$ cat src/hdl/lrupr_pkg.sv
// shared constants and types for the lru page replacement block
package lrupr_pkg;

    localparam int NFRAMES = 16;
    localparam int IDX_W   = $clog2(NFRAMES);
    localparam int CNT_W   = $clog2(NFRAMES + 1);
    localparam int CFG_W   = 5;
    localparam int PAGE_W  = 16;
    localparam int AGE_W   = 8;
    localparam int FAULT_W = 32;

    localparam logic [AGE_W-1:0]   AGE_MAX   = {AGE_W{1'b1}};
    localparam logic [FAULT_W-1:0] FAULT_MAX = {FAULT_W{1'b1}};
    localparam logic [CFG_W-1:0]   CFG_RESET = CFG_W'(NFRAMES);

    typedef struct packed {
        logic [PAGE_W-1:0] page;
        logic [AGE_W-1:0]  age;
    } entry_t;

    typedef struct packed {
        logic             live;
        logic             frame_valid;
        logic [IDX_W-1:0] idx;
        entry_t           entry;
    } scan_beat_t;

    typedef struct packed {
        logic              hit;
        logic [IDX_W-1:0]  hit_idx;
        logic              any_valid;
        logic [IDX_W-1:0]  victim_idx;
        logic [AGE_W-1:0]  victim_age;
        logic [PAGE_W-1:0] victim_page;
    } scan_res_t;

endpackage

$ cat src/hdl/lrupr_scan.sv
// running match and oldest-frame search over the frame beats of one reference
module lrupr_scan
    import lrupr_pkg::*;
(
    input  logic              aclk,
    input  logic              aresetn,
    input  logic              start,
    input  logic [PAGE_W-1:0] page,
    input  scan_beat_t        beat,
    output scan_res_t         res
);

    scan_res_t res_reg;

    always_ff @(posedge aclk) begin
        if (!aresetn) begin
            res_reg.hit       <= 1'b0;
            res_reg.any_valid <= 1'b0;
        end else if (start) begin
            res_reg.hit       <= 1'b0;
            res_reg.any_valid <= 1'b0;
        end else if (beat.live && beat.frame_valid) begin
            if (!res_reg.hit && (beat.entry.page == page)) begin
                res_reg.hit     <= 1'b1;
                res_reg.hit_idx <= beat.idx;
            end
            // strict compare keeps the lowest index on ties
            if (!res_reg.any_valid || (beat.entry.age > res_reg.victim_age)) begin
                res_reg.any_valid   <= 1'b1;
                res_reg.victim_idx  <= beat.idx;
                res_reg.victim_age  <= beat.entry.age;
                res_reg.victim_page <= beat.entry.page;
            end
        end
    end

    assign res = res_reg;

endmodule

$ cat src/hdl/lru_page_replacement_top.sv
// lru page replacement with saturating per-frame ages held in a frame memory
// a new reference is taken only when idle, after the last result commits; the scan reads one entry a cycle
// the scan reads each frame in use once, writes valid ones back aged on the following cycle
// reset: synchronous active-low, clears valid bits, fill level, fault count, frame_count to 16
// frame page entries are undefined until written and are only used behind their valid bit
module lru_page_replacement_top
    import lrupr_pkg::*;
(
    input  logic               aclk,
    input  logic               aresetn,
    input  logic               cfg_valid,
    output logic               cfg_ready,
    input  logic [CFG_W-1:0]   cfg_data,
    input  logic               s_valid,
    output logic               s_ready,
    input  logic [PAGE_W-1:0]  s_page,
    output logic               m_valid,
    input  logic               m_ready,
    output logic               m_hit,
    output logic [IDX_W-1:0]   m_frame_index,
    output logic               m_evicted_valid,
    output logic [PAGE_W-1:0]  m_evicted_page,
    output logic [FAULT_W-1:0] m_fault_total
);

    typedef enum logic [1:0] {
        ST_IDLE,
        ST_SCAN,
        ST_DRAIN,
        ST_COMMIT
    } state_t;

    state_t             state_reg;
    logic [CFG_W-1:0]   frame_count_reg;
    logic [PAGE_W-1:0]  page_reg;
    logic [IDX_W-1:0]   issue_idx_reg;
    logic               chk_valid_reg;
    logic [IDX_W-1:0]   chk_idx_reg;
    entry_t             rd_data_reg;
    logic [NFRAMES-1:0] valid_bits_reg;
    logic [CNT_W-1:0]   fill_level_reg;
    logic [FAULT_W-1:0] fault_count_reg;

    logic               m_valid_reg;
    logic               m_hit_reg;
    logic [IDX_W-1:0]   m_frame_index_reg;
    logic               m_evicted_valid_reg;
    logic [PAGE_W-1:0]  m_evicted_page_reg;

    entry_t             entry_mem [NFRAMES];

    logic [CNT_W-1:0]   n_eff;
    logic [IDX_W-1:0]   last_idx;
    logic               in_fire;
    logic               out_free;
    logic               commit_fire;
    scan_beat_t         beat;
    scan_res_t          scan_res;

    logic               wr_en;
    logic [IDX_W-1:0]   wr_addr;
    entry_t             wr_data;

    logic [IDX_W-1:0]   slot;
    logic               ev_valid;
    logic [PAGE_W-1:0]  ev_page;
    logic               fill_next;
    logic [FAULT_W-1:0] fault_next;

    // clamp the configured count into 1..NFRAMES
    always_comb begin
        if (frame_count_reg == '0) begin
            n_eff = CNT_W'(1);
        end else if (CNT_W'(frame_count_reg) > CNT_W'(NFRAMES)) begin
            n_eff = CNT_W'(NFRAMES);
        end else begin
            n_eff = CNT_W'(frame_count_reg);
        end
    end

    assign last_idx    = IDX_W'(n_eff - CNT_W'(1));
    assign cfg_ready   = 1'b1;
    assign s_ready     = (state_reg == ST_IDLE);
    assign in_fire     = s_valid && s_ready;
    assign out_free    = !m_valid_reg || m_ready;
    assign commit_fire = (state_reg == ST_COMMIT) && out_free;

    assign beat.live        = chk_valid_reg;
    assign beat.frame_valid = valid_bits_reg[chk_idx_reg];
    assign beat.idx         = chk_idx_reg;
    assign beat.entry       = rd_data_reg;

    lrupr_scan u_scan (
        .aclk    (aclk),
        .aresetn (aresetn),
        .start   (in_fire),
        .page    (page_reg),
        .beat    (beat),
        .res     (scan_res)
    );

    // slot choice once the scan has seen every frame in use
    always_comb begin
        slot      = '0;
        ev_valid  = 1'b0;
        ev_page   = '0;
        fill_next = 1'b0;
        if (scan_res.hit) begin
            slot = scan_res.hit_idx;
        end else if (fill_level_reg < n_eff) begin
            slot      = IDX_W'(fill_level_reg);
            fill_next = 1'b1;
        end else if (scan_res.any_valid) begin
            slot     = scan_res.victim_idx;
            ev_valid = 1'b1;
            ev_page  = scan_res.victim_page;
        end
    end

    always_comb begin
        fault_next = fault_count_reg;
        if (!scan_res.hit && (fault_count_reg != FAULT_MAX)) begin
            fault_next = fault_count_reg + FAULT_W'(1);
        end
    end

    // aged write-back during the scan, new owner with age zero at commit
    always_comb begin
        wr_en   = 1'b0;
        wr_addr = chk_idx_reg;
        wr_data = rd_data_reg;
        if (commit_fire) begin
            wr_en        = 1'b1;
            wr_addr      = slot;
            wr_data.page = page_reg;
            wr_data.age  = '0;
        end else if (chk_valid_reg && valid_bits_reg[chk_idx_reg]) begin
            wr_en = 1'b1;
            if (rd_data_reg.age != AGE_MAX) begin
                wr_data.age = rd_data_reg.age + AGE_W'(1);
            end
        end
    end

    always_ff @(posedge aclk) begin
        if (wr_en) begin
            entry_mem[wr_addr] <= wr_data;
        end
        rd_data_reg <= entry_mem[issue_idx_reg];
    end

    always_ff @(posedge aclk) begin
        if (!aresetn) begin
            state_reg           <= ST_IDLE;
            frame_count_reg     <= CFG_RESET;
            issue_idx_reg       <= '0;
            chk_valid_reg       <= 1'b0;
            chk_idx_reg         <= '0;
            valid_bits_reg      <= '0;
            fill_level_reg      <= '0;
            fault_count_reg     <= '0;
            m_valid_reg         <= 1'b0;
        end else begin
            if (cfg_valid && cfg_ready) begin
                frame_count_reg <= cfg_data;
            end
            if (m_valid_reg && m_ready) begin
                m_valid_reg <= 1'b0;
            end
            chk_valid_reg <= (state_reg == ST_SCAN);
            chk_idx_reg   <= issue_idx_reg;
            case (state_reg)
                ST_IDLE: begin
                    if (in_fire) begin
                        page_reg      <= s_page;
                        issue_idx_reg <= '0;
                        state_reg     <= ST_SCAN;
                    end
                end
                ST_SCAN: begin
                    if (issue_idx_reg == last_idx) begin
                        state_reg <= ST_DRAIN;
                    end else begin
                        issue_idx_reg <= issue_idx_reg + IDX_W'(1);
                    end
                end
                ST_DRAIN: begin
                    state_reg <= ST_COMMIT;
                end
                ST_COMMIT: begin
                    if (commit_fire) begin
                        valid_bits_reg[slot] <= 1'b1;
                        if (fill_next) begin
                            fill_level_reg <= fill_level_reg + CNT_W'(1);
                        end
                        fault_count_reg     <= fault_next;
                        m_valid_reg         <= 1'b1;
                        m_hit_reg           <= scan_res.hit;
                        m_frame_index_reg   <= slot;
                        m_evicted_valid_reg <= ev_valid;
                        m_evicted_page_reg  <= ev_page;
                        state_reg           <= ST_IDLE;
                    end
                end
                default: begin
                    state_reg <= ST_IDLE;
                end
            endcase
        end
    end

    assign m_valid         = m_valid_reg;
    assign m_hit           = m_hit_reg;
    assign m_frame_index   = m_frame_index_reg;
    assign m_evicted_valid = m_evicted_valid_reg;
    assign m_evicted_page  = m_evicted_page_reg;
    assign m_fault_total   = fault_count_reg;

    a_slot_in_use: assert property (@(posedge aclk) disable iff (!aresetn)
        commit_fire |-> (CNT_W'(slot) < n_eff))
        else $error("chosen frame outside the frames in use");

    a_fill_bound: assert property (@(posedge aclk) disable iff (!aresetn)
        fill_level_reg <= CNT_W'(NFRAMES))
        else $error("fill level beyond frame count");

    a_hit_valid: assert property (@(posedge aclk) disable iff (!aresetn)
        (commit_fire && scan_res.hit) |-> valid_bits_reg[scan_res.hit_idx])
        else $error("hit on a frame that is not valid");

    a_idle_no_beat: assert property (@(posedge aclk) disable iff (!aresetn)
        in_fire |-> !chk_valid_reg)
        else $error("new reference accepted with a scan beat in flight");

    a_fault_step: assert property (@(posedge aclk) disable iff (!aresetn)
        (commit_fire && scan_res.hit) |=> $stable(fault_count_reg))
        else $error("fault count moved on a hit");

endmodule
$ cat config.mk
export PLATFORM = sky130hd
export DESIGN_NAME = lru_page_replacement_top
export DESIGN_NICKNAME = d
export VERILOG_FILES = /design/src/hdl/lrupr_pkg.sv /design/src/hdl/lrupr_scan.sv /design/src/hdl/lru_page_replacement_top.sv
export SDC_FILE = /design/constraint.sdc
export NUM_CORES = 1
export LEC_CHECK = 0
export BUFFER_PORTS_ARGS = -buffer_cell sky130_fd_sc_hd__buf_2
export CAP_MARGIN = 5
export CORE_ASPECT_RATIO = 0.7
export CORE_MARGIN = 5
export CORE_UTILIZATION = 57
export CTS_CLUSTER_DIAMETER = 40
export DETAILED_ROUTE_END_ITERATION = 8
export GPL_TIMING_DRIVEN = 0
export PLACE_DENSITY = 0.79
export SLEW_MARGIN = 10
export SYNTH_ARGS = -nofsm -noshare
export SYNTH_HDL_FRONTEND = slang
export SYNTH_SLANG_ARGS = --single-unit
$ cat constraint.sdc
create_clock -name aclk -period 4.6 [get_ports aclk]
set_clock_uncertainty 0.05 [all_clocks]
set_input_delay 0.69 -clock aclk [delete_from_list [all_inputs] [get_ports aclk]]
set_output_delay 0.69 -clock aclk [all_outputs]
set_load 0.01 [all_outputs]
==> flow_summary.yaml, run 1 <==
clocking:
  worst_skew_pair.late_latency_ns: 0.60
  numCtsBuffers: 54
  clock-sinks: 550
  path_clk_slew_ns: 0.07
  htree_levels: 2
  cts_resized: 0
  post_cts.repair.setup_buffers: 0
  cts_hold_buf: 0
  clockRootBuffer: "clkbuf_16"
  clockBufferDepth: 3
  cts_tree: "done"
floorplan:
  fp.dieW_um: 244.6
  coreArea_mm2: 0.03821
  row_count: 60
  io_pins: 83
  die_h_um: 174.2
  die_area_mm2: 0.04263
  initial_utilization: 0.5749
power:
  clkPwrFrac: 0.365
  power_mw: 12.55
  powerDensity_mw_per_mm2: 493.4
  netSwitchingFraction: 0.2599
  internal_power_mw: 9.285
  p_leak_nw: 8.518
  combPwrFrac: 0.147
  p_sw_mw: 3.260
  seq_power_share: 0.488
  vdd_drop_max_mv: 0.3338
timing:
  setup_violations: 0
  slew_headroom: 0.2320
  hold_viol: 0
  tightest_slew_ns: 1.152
  maxSlewViolCount: 0
  fmax_mhz: 239.3
  hold_ws_ns: 0.2186
  fin_ws_ns: 0.4219
  finalCritPeriodShare: 0.9083
  min_period_ns: 4.178
  rsz0062_at_grt: "false"
grt:
  grt_use_total: 0.2595
  grt_pass1_wl_um: 82370
  grt.overflow.total: 0
  antenna_found_initial: 0
  grt_pass1_vias: 12860
  grt_max_degree: 23
job:
  cap_violations: 0
critical_path:
  timing.rr.start: "frame_count_reg[4]"
  critPathKind: "reg2reg"
  crit_end: "entry_mem[2][18]"
  cp.required_ns: 4.85
  crit_arrival_ns: 4.43
  r2r_slack_ns: 0.42
  worst-path-max-fanout: 13
  worst-r2r-cell-count: 11
  regToRegEndpoint: "entry_mem[2][18]"
  endpoint_kind: "register"
  worstSetupStartpoint: "frame_count_reg[4]"
  cp-start-kind: "register"
yosys:
  netlist_instances: 1270
  syn_nets: 1317
  ys_async_sr_fraction: 0
  ys_types: 61
  ys_seq_elements: 550
  postSynthAreaPerCell_um2: 17.30
  ys.flop_type: "edfxtp_1"
  ys_seq_area_frac: 0.7081
  yosysWarnings: 0
  netlist_area_mm2: 0.02197
  synth_edf_count: 454
layout:
  final_layout_size_suffix_gt1_frac: 0.2408
  fill_cells: 2337
  final_util: 0.6655
  area_delta_synth_final_pct: 15.76
  diodes: 0
  fin_area_mm2: 0.02543
  largest_register_ffs: 384
  final_nets: 1471
route:
  drc: 0
  drt_iter0_drc: 2047
  dr.pass1.iters: 6
  wl_per_cell_um: 28.15
  vias_per_cell: 6.503
  finalWirelength_um: 55350
  drt.antenna.violating_nets: 0
  vias: 12780
place:
  placed_area_mm2: 0.02355
  dpl.hpwl_um: 34970
  gp_congestion: 0.8777
  portBuffers: 80
  dpl_worst_slack_ns: 0.5340
worst_hold_path:
  min_from: "s_page[11]"
  hold_class: "in2reg"
run_status:
  status: "completed"
## cell families after synthesis
| group | synth area share |
|---|---|
| AOI/OAI and AO/OA | 0.02888 |
| xor gates and xnor gates | 0.02073 |
| adders and majority gates | 0.01196 |
| buffers and inverters | 0.01401 |
| DFF | 0.7081 |
| muxes | 0.1377 |
| other | 0.0001707 |
| and+or+nand+nor | 0.07843 |
## routing by layer
layer | share of wire | wire length, um | track usage | up-vias
li1 | - | - | - | 5299
met1 | 0.39 | 21410 | 0.3783 | 6461
met2 | 0.47 | 25920 | 0.4070 | 881
met3 | 0.11 | 6309 | 0.05487 | 143
met4 | 0.031 | 1702 | 0.07103 | 0
met5 | 0 | 0 | 0 | -
## cell usage in the layout (no fill, tap or decap), types with 8 or more instances in the layout
cell type | netlist | layout
clkinv_1 | 0 | 10
mux2i_1 | 22 | 22
nand2b_1 | 12 | 12
inv_1 | 19 | 19
and2_1 | 38 | 38
buf_2 | 12 | 92
dfxtp_1 | 96 | 96
buf_16 | 0 | 9
buf_12 | 0 | 8
a21oi_1 | 23 | 22
edfxtp_1 | 454 | 454
nand3_1 | 27 | 27
xnor2_1 | 37 | 37
buf_1 | 10 | 8
and3_1 | 27 | 26
clkbuf_1 | 28 | 37
mux4_2 | 122 | 122
nand2_1 | 93 | 93
nor3_1 | 14 | 13
nor2_1 | 47 | 31
ha_1 | 21 | 21
nor2_4 | 0 | 16
o21ai_0 | 15 | 14
nand4_1 | 15 | 15
xor2_1 | 15 | 15
clkbuf_16 | 0 | 54
nor2b_1 | 26 | 26
## Yosys cell counts (15+ instances only)
cell,count,area (um2)
inv_1,19,71.32
a21oi_1,23,115.1
ha_1,21,262.8
clkbuf_1,28,105.1
mux2i_1,22,220.2
o21ai_0,15,75.07
mux4_2,122,2748
xnor2_1,37,324.1
and2_1,38,237.7
dfxtp_1,96,1922
nand4_1,15,93.84
nor2_1,47,176.4
edfxtp_1,454,13630
nor2b_1,26,162.7
and3_1,27,168.9
xor2_1,15,131.4
nand2_1,93,349.1
nand3_1,27,135.1
## per-stage QoR
stage | TNS, ns | std cells
2_1_floorplan | 0 | 1270
3_3_place_gp | -235.00 | 1846
3_5_place_dp | 0 | 1864
4_1_cts | 0 | 1966
5_1_grt | 0 | 1966
6_report | 0 | 1966
## power by group through the flow
stage	logic (mW)	registers [mW]	clock network, mW
floorplan	1.21	6.15	0
global placement	1.65	6.21	0
detailed placement	1.78	6.22	0
CTS	1.82	6.11	4.60
global route	1.97	6.13	4.84
finish	1.85	6.12	4.58
## critical path, cell delays in order, from the launching register on
cell,delay (ns)
dfxtp_1,0.33
nand2b_1,0.21
ha_1,0.32
a21oi_1,0.07
o21ai_0,0.27
a21o_1,0.13
buf_2,0.18
buf_2,0.36
mux2i_1,0.63
a22oi_1,0.45
nor2_4,0.62
buf_16,0.23
## cell type report
cell class / count / area, um2 / share of cell area
inverters: 19 / 71.32 / 0.002805
repair buffers: 98 / 815.8 / 0.03208
multi-input cells: 647 / 6254 / 0.2459
well taps: 496 / 620.6 / 0.02441
clock buffers: 66 / 1426 / 0.05609
plain buffers: 54 / 239.0 / 0.009398
clock inverters: 36 / 446.7 / 0.01757
flip-flops and latches: 550 / 15550 / 0.6117
## how the worst min path moves through the flow
| stage | to | cells past startpoint |
|---|---|---|
| CTS | page_reg[2] | 1 |
| detailed placement | m_hit | 0 |
| global route | page_reg[9] | 1 |
| floorplan | m_hit | 0 |
| finish | page_reg[11] | 1 |
| global placement | valid_bits_reg[15] | 1 |
Power figures use the tool's default switching activity.
==> inputs of run 2 (changes only) <==
--- a/config.mk
+++ b/config.mk
@@ -5,6 +5,7 @@
 export SDC_FILE = /design/constraint.sdc
 export NUM_CORES = 1
 export LEC_CHECK = 0
+export ABC_AREA = 1
 export BUFFER_PORTS_ARGS = -buffer_cell sky130_fd_sc_hd__buf_2
 export CAP_MARGIN = 5
 export CORE_ASPECT_RATIO = 0.7
==> run 2 against run 1 <==
  * Final cell count is 38% higher
  * Total power is 4.1% higher
  * Hold slack worse by 0.0061 ns
  * Combinational power is 24% higher
  * Via count is 31% higher
  * Sequential power is 0.7% lower
  * Sequential share of layout area is 3.0 points lower
  * Setup slack better by 0.35 ns
  * Critical path depth is 3 higher
  * Cell area is 5.1% higher
  * Count of clock-buffer cells in the layout is 8 higher
  * Flip-flop and latch count stayed put
  * Critical path type unchanged
  * Largest power group unchanged
==> flow_summary.yaml, run 2 <==
run_status:
  status: "completed"
clocking:
  worst_skew_pair.late_latency_ns: 0.62
  numCtsBuffers: 55
  clockRootBuffer: "clkbuf_16"
  cts_resized: 0
  clock-sinks: 550
  cts_hold_buf: 0
  post_cts.repair.setup_buffers: 0
  clockBufferDepth: 3
  htree_levels: 2
  path_clk_slew_ns: 0.06
  cts_tree: "done"
power:
  vdd_drop_max_mv: 0.3344
  p_leak_nw: 9.457
  power_mw: 13.06
  powerDensity_mw_per_mm2: 488.6
yosys:
  yosysWarnings: 0
  synth_simple_gate_area_frac: 0.09212
  ys_async_sr_fraction: 0
  yosysTopAreaCellShare: 0.5915
  ys_seq_area_frac: 0.6749
  synth_edf_count: 454
  netlist_area_mm2: 0.02305
  synth_compound_area_frac: 0.1113
  synth_top_family_by_area: "compound AO/OA/AOI/OAI gates"
  postSynthAreaPerCell_um2: 11.74
  synthXorXnorAreaFrac: 0.01482
  yosys-top-cells-count: "edfxtp_1, nand2_1, inv_1, a21oi_1, o21ai_0"
  synth_top_cells_by_area: "edfxtp_1, dfxtp_1, nand2_1, mux2i_1, a21oi_1"
  netlist_instances: 1963
  synth_fa_ha_area_frac: 0.01140
  synth.largest_area_cell: "edfxtp_1"
  ys_types: 41
  ys.flop_type: "edfxtp_1"
  syn_nets: 2010
  yosysMostFrequentCell: "edfxtp_1"
  ys_seq_elements: 550
  synthMuxAreaShare: 0.04213
layout:
  register_area_mm2: 0.01555
  largest_register_ffs: 384
  area_delta_synth_final_pct: 15.94
  layout_commonest_cell: "edfxtp_1"
  fill_cells: 2804
  multi_input_area_mm2: 0.006416
  final_util: 0.6707
  final_nets: 2180
  diodes: 0
  layout_common_cells: "edfxtp_1, nand2_1, inv_1"
  final_layout_size_suffix_gt1_frac: 0.1303
critical_path:
  endpoint_kind: "register"
  cp.required_ns: 4.86
  cp_slowest_cell: "nor2_4"
  r2r_slack_ns: 0.77
  timing.rr.start: "frame_count_reg[1]"
  crit_arrival_ns: 4.08
  cpPeakStageDelay_ns: 0.63
  worst-r2r-cell-count: 14
  worst-path-max-fanout: 13
  cp_common_cell: "nand2_1"
  critPathKind: "reg2reg"
  cp_cell_sequence: "nor2_1 > nand2_1 > nand2_1 > nand2_1 > ha_1 > a21oi_1 > o21a_1 > nand3_1 > nand3_1 > nand2_1 > o21ai_0 > nand3_1 > nor2_4 > buf_16"
  cp-start-kind: "register"
  regToRegEndpoint: "entry_mem[6][8]"
grt:
  grt_pass1_wl_um: 98360
  grt_use_total: 0.2954
  antenna_found_initial: 1
  grt.overflow.total: 0
  grt_max_degree: 23
  grt_pass1_vias: 16000
timing:
  slew_headroom: 0.1477
  setup_violations: 0
  finalCritPeriodShare: 0.8321
  min_period_ns: 3.828
  hold_viol: 0
  hold_ws_ns: 0.2126
  rsz0062_at_grt: "false"
  fmax_mhz: 261.2
  maxSlewViolCount: 0
  tightest_slew_ns: 1.270
  tns_ns: 0
route:
  vias: 16730
  wl_per_cell_um: 24.72
  drc: 0
  finalWirelength_um: 67110
  drt.antenna.violating_nets: 0
  dr.pass1.iters: 6
  drt_iter0_drc: 2588
  vias_per_cell: 6.161
worst_hold_path:
  holdPathEnd: "page_reg[8]"
  hold_class: "in2reg"
  min_from: "s_page[8]"
  hold_depth: 1
floorplan:
  initial_utilization: 0.5785
  die_area_mm2: 0.04462
  io_pins: 83
  die_h_um: 178.2
  coreArea_mm2: 0.03984
  row_count: 61
  fp.dieW_um: 250.3
place:
  dpl.hpwl_um: 45310
  portBuffers: 81
  gp_congestion: 0.9405
job:
  cap_violations: 0
-- run 2: worst max path at each step --
stage / start / cells past startpoint / to
2_1_floorplan: beat[0] / 8 / u_scan.res[0]
3_3_place_gp: m_ready / 8 / entry_mem[11][3]
3_5_place_dp: m_ready / 9 / entry_mem[11][1]
4_1_cts: frame_count_reg[1] / 14 / entry_mem[11][2]
5_1_grt: frame_count_reg[2] / 16 / entry_mem[8][2]
6_report: frame_count_reg[1] / 14 / entry_mem[6][8]
-- run 2: metal layers --
layer / part of all wire / vias to the layer above / GRT usage
met2: 0.42 / 1241 / 0.4283
met3: 0.16 / 218 / 0.1087
li1: - / 7306 / -
met5: 0.00016 / - / 0
met1: 0.38 / 7961 / 0.4171
met4: 0.037 / 2 / 0.1007
-- run 2: layout make-up --
| class | count | share of cell area |
|---|---|---|
| inverter | 216 | 0.03034 |
| clock buffer | 74 | 0.05876 |
| timing repair buffer | 113 | 0.03530 |
| multi-input combinational | 1106 | 0.2401 |
| buffer | 91 | 0.01555 |
| clock inverter | 30 | 0.01278 |
| tap | 535 | 0.02505 |
| sequential | 550 | 0.5821 |
-- run 2: stage by stage --
stage | instance area, um2 | std cells | setup WS, ns
final | 26720 | 2715 | 0.7721
after global routing | 26720 | 2715 | 0.5933
after CTS | 26720 | 2715 | 0.8627
after detailed placement | 24810 | 2611 | 0.7821
after global placement | 24120 | 2579 | -0.7993
after floorplan | 23050 | 1963 | 1.096
-- run 2: worst max-delay path: cells and delay by family (launching register included) --
family                   cells  cell delay [ns]
AND/OR/NAND/NOR              9             1.82
AO/OA/AOI/OAI                3             0.76
flip-flops                   1             0.33
adder cells (fa/ha/maj)      1             0.31
buffers and inverters        1             0.24
-- run 2: cell families after synthesis --
kind of cell,after synthesis
flops,550
simple gates,492
compound gates,456
buf+inv,307
mux,97
xor+xnor,39
fa+ha+maj,21
other cells,1
-- run 2: power breakdown --
part	internal, mW	switching, mW
clock	2.71	1.98
sequential	5.95	0.136
combinational	0.634	1.66
total	9.29	3.77
